==> src/rtl/lshcc_pkg.sv <==
package lshcc_pkg;

	localparam int MAX_ROWS_DEF   = 64;
	localparam int MAX_TABLES_DEF = 16;
	localparam int HASH_BITS_DEF  = 32;

	// fixed field widths
	localparam int ROW_W    = 6;
	localparam int TBL_W    = 4;
	localparam int IN_HASH_W = 32;
	localparam int CNT_W    = 7;
	localparam int OUT_CNT_W = 5;
	localparam int CFG_IDX_W  = 2;
	localparam int CFG_DATA_W = 7;

	localparam logic MODE_LOAD  = 1'b0;
	localparam logic MODE_QUERY = 1'b1;

	localparam logic [CFG_IDX_W-1:0] CFG_ROWS      = 2'd0;
	localparam logic [CFG_IDX_W-1:0] CFG_TABLES    = 2'd1;
	localparam logic [CFG_IDX_W-1:0] CFG_THRESHOLD = 2'd2;

	// row token walking down the cell chain
	typedef struct packed {
		logic             valid;
		logic             last;
		logic [ROW_W-1:0] row;
		logic [CNT_W-1:0] count;
	} lshcc_tok_t;

	// storage write request broadcast to all cells
	typedef struct packed {
		logic             data_we;
		logic             query_we;
		logic [ROW_W-1:0] row;
		logic [TBL_W-1:0] tbl;
	} lshcc_wr_t;

endpackage

==> src/rtl/lshcc_ram.sv <==
module lshcc_ram #(
	parameter int WIDTH = 32,
	parameter int DEPTH = 64,
	localparam int AW = (DEPTH > 1) ? $clog2(DEPTH) : 1
) (
	input  logic             clk,
	input  logic             we,
	input  logic [AW-1:0]    waddr,
	input  logic [WIDTH-1:0] wdata,
	input  logic             re,
	input  logic [AW-1:0]    raddr,
	output logic [WIDTH-1:0] rdata
);

	logic [WIDTH-1:0] mem [DEPTH];
	logic [WIDTH-1:0] rdata_q;

	always_ff @(posedge clk) begin
		if (we) begin
			mem[waddr] <= wdata;
		end
		if (re) begin
			rdata_q <= mem[raddr];
		end
	end

	assign rdata = rdata_q;

endmodule

==> src/rtl/lshcc_cell.sv <==
module lshcc_cell #(
	parameter int MAX_ROWS  = lshcc_pkg::MAX_ROWS_DEF,
	parameter int HASH_BITS = lshcc_pkg::HASH_BITS_DEF,
	parameter int IDX       = 0
) (
	input  logic                   clk,
	input  logic                   arst_n,
	input  logic                   advance,
	input  logic                   enabled,
	input  lshcc_pkg::lshcc_wr_t   wr,
	input  logic [HASH_BITS-1:0]   wr_word,
	input  lshcc_pkg::lshcc_tok_t  tok_i,
	output lshcc_pkg::lshcc_tok_t  tok_o
);

	localparam int AW = (MAX_ROWS > 1) ? $clog2(MAX_ROWS) : 1;

	lshcc_pkg::lshcc_tok_t tok_q;
	logic [HASH_BITS-1:0]  query_q;
	logic [HASH_BITS-1:0]  rdata;
	logic                  hit;
	logic                  match;

	assign hit = ({3'b000, wr.tbl} == 7'(IDX));

	lshcc_ram #(
		.WIDTH (HASH_BITS),
		.DEPTH (MAX_ROWS)
	) u_ram (
		.clk   (clk),
		.we    (wr.data_we & hit),
		.waddr (AW'(wr.row)),
		.wdata (wr_word),
		.re    (advance),
		.raddr (AW'(tok_i.row)),
		.rdata (rdata)
	);

	always_ff @(posedge clk) begin
		if (wr.query_we && hit) begin
			query_q <= wr_word;
		end
	end

	always_ff @(posedge clk or negedge arst_n) begin
		if (!arst_n) begin
			tok_q <= '0;
		end else if (advance) begin
			tok_q <= tok_i;
		end
	end

	assign match = enabled && (rdata == query_q);

	always_comb begin
		tok_o       = tok_q;
		tok_o.count = tok_q.count + lshcc_pkg::CNT_W'(match);
	end

endmodule

==> config.mk <==
export PLATFORM = sky130hd
export DESIGN_NAME = lshcc_cell
export DESIGN_NICKNAME = d
export VERILOG_FILES = /design/src/rtl/lshcc_pkg.sv /design/src/rtl/lshcc_ram.sv /design/src/rtl/lshcc_cell.sv
export SDC_FILE = /design/constraint.sdc
export NUM_CORES = 2
export LEC_CHECK = 0
export BUFFER_PORTS_ARGS = -buffer_cell sky130_fd_sc_hd__buf_2
export CORE_ASPECT_RATIO = 0.5
export CORE_MARGIN = 5
export CORE_UTILIZATION = 30
export CTS_BUF_LIST = sky130_fd_sc_hd__clkbuf_8
export DETAILED_ROUTE_END_ITERATION = 8
export PLACE_DENSITY = 0.5
export SLEW_MARGIN = 20
export SYNTH_ARGS = -nofsm -noshare
export SYNTH_HDL_FRONTEND = slang
export SYNTH_SLANG_ARGS = --single-unit
==> constraint.sdc <==
create_clock -name clk -period 5.05 [get_ports clk]
set_input_delay 0.7575 -clock clk [delete_from_list [all_inputs] [get_ports clk]]
set_output_delay 0.7575 -clock clk [all_outputs]
set_load 0.01 [all_outputs]
---- Word level (Yosys, flattened, before mapping) ----
Memory sizes are Yosys's and may differ from the RTL's. A register that Yosys moved wholly into a read port is not among the register bits.
Index checks and enable logic that the tools add are counted.
word-level totals
  register bits after elaboration ......... 47
  RAM bits ................................ 2,048
  bits of input ports ..................... 63
  memories ................................ 1
operators by class
  add/subtract/negate cells ............... 1
  equality and inequality tests ........... 1
  multiplexer cells ....................... 2
  bitwise logic cells ..................... 1
  reduce and logical (&&, ||, !) cells .... 3
memories
  name       words  bits a word  read ports  clocked after Yosys merged registers in  wr ports  line             text
  u_ram.mem  64     32           1           1                                        1         lshcc_ram.sv:15  logic [WIDTH-1:0] mem [DEPTH];
operators with widths
  cell               number
  $eq 32x32->1       1
  $add 7x1->7        1
  $logic_not 4->1    1
  $logic_and 1x1->1  2
  $mux 1             2
  $and 1x1->1        1

---- Depth between registers and ports, before layout ----
  depth in word-level cells ............... 4
  mapped depth ............................ 10

---- Cells and area by module ----
Synthesis repeated with hierarchy kept, for this count alone.
second synthesis, totals
  cell total of the unflattened synthesis .. 3,455
  area total of the unflattened synthesis .. 80,881.3 um^2
by module, submodules not included
  module      instances  cells an instance  area an instance (um^2)  sequential area each (um^2)
  lshcc_ram   1          3,324              78,835.6                 62,459.9
  lshcc_cell  1          131                2,045.7                  1,336.3

---- Worst setup path after synthesis ----
No wires, ideal clock.
  path type ............................... in2reg
  start ................................... in wr[1] (netlist bit)
  end ..................................... mem u_ram.mem[62][0] (enable)
  arrival ................................. 3,024 ps
  slack ................................... 1,605 ps
  stages .................................. 5
  path buffers ............................ 0
  cell sequence ........................... nor4_1 nand2_1 nor2_1 nand3_1 nor2_1
between the ends
  longest elaborated chain between the ends .. 4
RTL lines
  what                          line              text
  start, declared               lshcc_cell.sv:10  input lshcc_pkg::lshcc_wr_t wr,
  $logic_not 4->1               lshcc_cell.sv:24  assign hit = ({3'b000, wr.tbl} == 7'(IDX));
  $and 1x1->1                   lshcc_cell.sv:31  .we (wr.data_we & hit),
  $mux 1                        lshcc_ram.sv:19   if (we) begin
  $mux 1 (not written as such)  lshcc_ram.sv:20   mem[waddr] <= wdata;
  end, declared                 lshcc_ram.sv:15
No other way between the ends.

==> reports/metrics.cfg <==
[min_path]
hp-class = primary input to flip-flop
hold_depth = 2
whs_endpoint = tok_q[0]$_DFFE_PN0P_
worstHoldStart = tok_i[0]

[timing]
max_freq_mhz = 204
slew_violations = 0
slew_headroom_pct = 17.3
hold_violations = 0
setup_slack_ns = 0.153
period_needed_ns = 4.90
tns_ns = 0
min_period_over_period_pct = 97.0
rsz0062_at_grt = false
finClkSkew_ns = 0.0694
worstMarginPinSlew_ns = 1.24
setup_violations = 0

[worst_setup_path]
worstSetupPathType = flip-flop to output pin
worst-path-max-fanout = 3
cp_slowest_cell = nor4_4
critPathRequiredTime_ns = 4.29
crit_cells = 11
cp-end-kind = output pin
max_stage_delay_ns = 0.55
reg2reg_to = u_ram.rdata[15]$_DFFE_PP_
startpoint_type = flip-flop
arrival_ns = 4.14
crit_chain = xnor2_1 > nand4_1 > nor4_4 > nand4_1 > nor4_4 > buf_4 > ha_2 > ha_4 > nand3_1 > xnor2_1 > buf_2
critPathTopFamily = simple AND/OR/NAND/NOR gates
rr_worst_depth = 5
rrSetupSlack_ns = 2.56
r2r_start = u_ram.mem[55][15]$_DFFE_PP_
crit_buf_inv = 2

[final_layout]
areaGrowthSynthToFinish_pct = 14.5
finalNonFillerCells = 7833
drive_gt1_share_pct = 30.4
multiInputGateArea_um2 = 16700
n_fill_cell = 25100
seqCellArea_um2 = 63800
fin_nets = 4031

[power_and_ir_drop]
pwr-share-seq_pct = 56.2
p_int_w = 0.0267
pwr-share-clk_pct = 38.4
p_switching_w = 0.00800
combPwrFrac_pct = 5.4
powerDensity_nw_per_um2 = 373
switching_share_pct = 23.1
finalPower_w = 0.0347
peakVddDrop_mv = 0.197
power.leakage_nw = 28.8

[detailed_routing]
via_count = 39700
post_drt_via_cell_ratio = 5.06
drt_iter0_markers = 4412
ant_nets = 0
drc = 0
wl_mm = 233
first_pass_iters = 5
wire_per_inst_um = 29.8

[synth]
syn_area_per_cell_um2 = 22.8
synthFlopType = edfxtp_1
synth_warnings = 0
synthTopCellsByArea = edfxtp_1 (78%), mux4_2 (13%), mux2i_1 (1.4%), o22ai_1 (0.96%), mux2_2 (0.61%)
syn_inst = 3562
synth.cell_area_um2 = 81200
synth_top_cell_by_area = edfxtp_1
yosysTopAreaCellShare_pct = 78.1
synth-seq-cells = 2127
syn_nets = 3627
synth_edf_count = 2112
async_reset_ff_share_pct = 0.705
yosysUniqueCellTypes = 53
seq_area_frac_synth_pct = 78.6

[global_routing]
antenna_found_initial = 21
grt_max_degree = 82
grt_pass1_wl_mm = 325
grt_pass1_vias = 40800
gr-usage-all-layers_pct = 16.2
grt_overflow_total = 0

[place]
portBuffers = 77
dpl_worst_slack_ns = 0.461
globalplace.congestion = 0.831
dp.cells = 7256
hpwl_mm = 136

[run]
max-cap-violations = 0

[clocking]
cts_buffers = 333
h-tree-depth = 5
cts-root-buf = clkbuf_8
cts.clk_slew.worst_paths_ns = 0.06
clk_latency_ns = 0.95
cts_max_path_buffers = 4
cts.sinks = 2127
post_cts_buffers = 0
cts_tree = built

[floorplanning]
coreArea_um2 = 270000
core.rowCount = 135
die_area_um2 = 282000
die_h_um = 378
die-width_um = 746
ios = 78
initial_core_util_pct = 30.1

[run_status]
status = finished, final reports clean

synthesized netlist by cell type (4+ instances only):
library cell	n
xnor2_1	32
nand3_1	9
nand2b_1	15
and3_1	9
buf_4	60
buf_1	4
and2_1	4
o22ai_1	125
or2_2	4
nand2_1	47
o22a_1	19
buf_6	38
nor4_1	26
a21oi_1	39
mux2i_1	113
edfxtp_1	2112
o21ai_0	24
buf_2	43
dfrtp_1	15
nor2_1	91
o221ai_1	37
clkbuf_1	55
nor3_1	18
nor2b_1	10
a22oi_1	14
nand4_1	9
mux2_2	44
nand3b_1	8
mux4_2	476
a221oi_1	12
xor2_1	5
or3_1	6
timing repair:
action                     CTS  global route
hold endpoints to repair    18             0
hold buffers                 4             0
setup endpoints to repair    6             2
gates resized for setup      2             4
pin swaps                    2             5
placed cells by master (no fill, tap or decap), drive strengths merged, types with 37 or more instances in the layout:
master  Yosys  routed
mux2       44      44
o22ai     125     125
clkbuf     55     340
buf       145     265
clkinv      0     111
a21oi      39      39
nor2       91      91
inv         2     106
mux4      476     476
edfxtp   2112    2112
nand2      47      47
mux2i     113     113
o221ai     37      37
cell type report:
cell class / count / share of cell area, %
Multi-Input combinational cell: 1233 / 18.0
Inverter: 2 / 0.00807
Timing Repair Buffer: 269 / 2.23
Antenna cell: 7 / 0.0188
Clock inverter: 225 / 1.24
Tap cell: 3630 / 4.88
Sequential cell: 2127 / 68.6
Clock buffer: 340 / 5.03
state kept, by name (all words and copies together) (netlist names):
name and count:
u_ram.mem 2048, query_q 32, u_ram.rdata 32, tok_o 8, tok_q 7
metrics by stage:
stage          hold slack (ns)  instance area (um^2)  utilization (%)
3_5_place_dp             0.499                 87000             32.2
6_report                0.0930                 93000             34.4
5_1_grt                 0.0397                 93000             34.4
4_1_cts                0.00404                 92900             34.4
2_1_floorplan            0.462                 81200                -
3_3_place_gp             0.485                 87000             32.2
power groups by stage:
stage	clock, W	combinational (W)	sequential [W]
2_1_floorplan	0	0.000934	0.0199
3_3_place_gp	0	0.00187	0.0199
3_5_place_dp	0	0.00189	0.0199
4_1_cts	0.0136	0.00190	0.0195
5_1_grt	0.0145	0.00197	0.0195
6_report	0.0133	0.00187	0.0195
kinds of logic after synthesis:
logic type,share of synthesized area (%)
flip-flops,78.6
multiplexers,15.2
AO/OA/AOI/OAI,2.50
AND/OR/NAND/NOR,1.64
buffers and inverters,1.63
XOR/XNOR,0.399
adder cells (fa/ha/maj),0.0308
worst max-delay path by stage:
| stage | from | endpoint |
|---|---|---|
| finish | u_ram.rdata[0]$_DFFE_PP_ | tok_o[6] |
| global route | u_ram.rdata[8]$_DFFE_PP_ | tok_o[6] |
| CTS | u_ram.rdata[7]$_DFFE_PP_ | tok_o[6] |
| detailed placement | tok_i[10] | u_ram.rdata[31]$_DFFE_PP_ |
| global placement | u_ram.rdata[7]$_DFFE_PP_ | tok_o[6] |
| floorplan | wr[1] | u_ram.mem[62][0]$_DFFE_PP_ |
layer usage:
| metal | share of wire, % | vias to the layer above | GRT usage, % |
|---|---|---|---|
| met2 | 48 | 1557 | 26.4 |
| met4 | 2.5 | 0 | 4.47 |
| li1 | - | 16000 | - |
| met5 | 0 | - | 0 |
| met3 | 6.8 | 316 | 2.51 |
| met1 | 43 | 21800 | 22.7 |
Power figures use the tool's default switching activity.
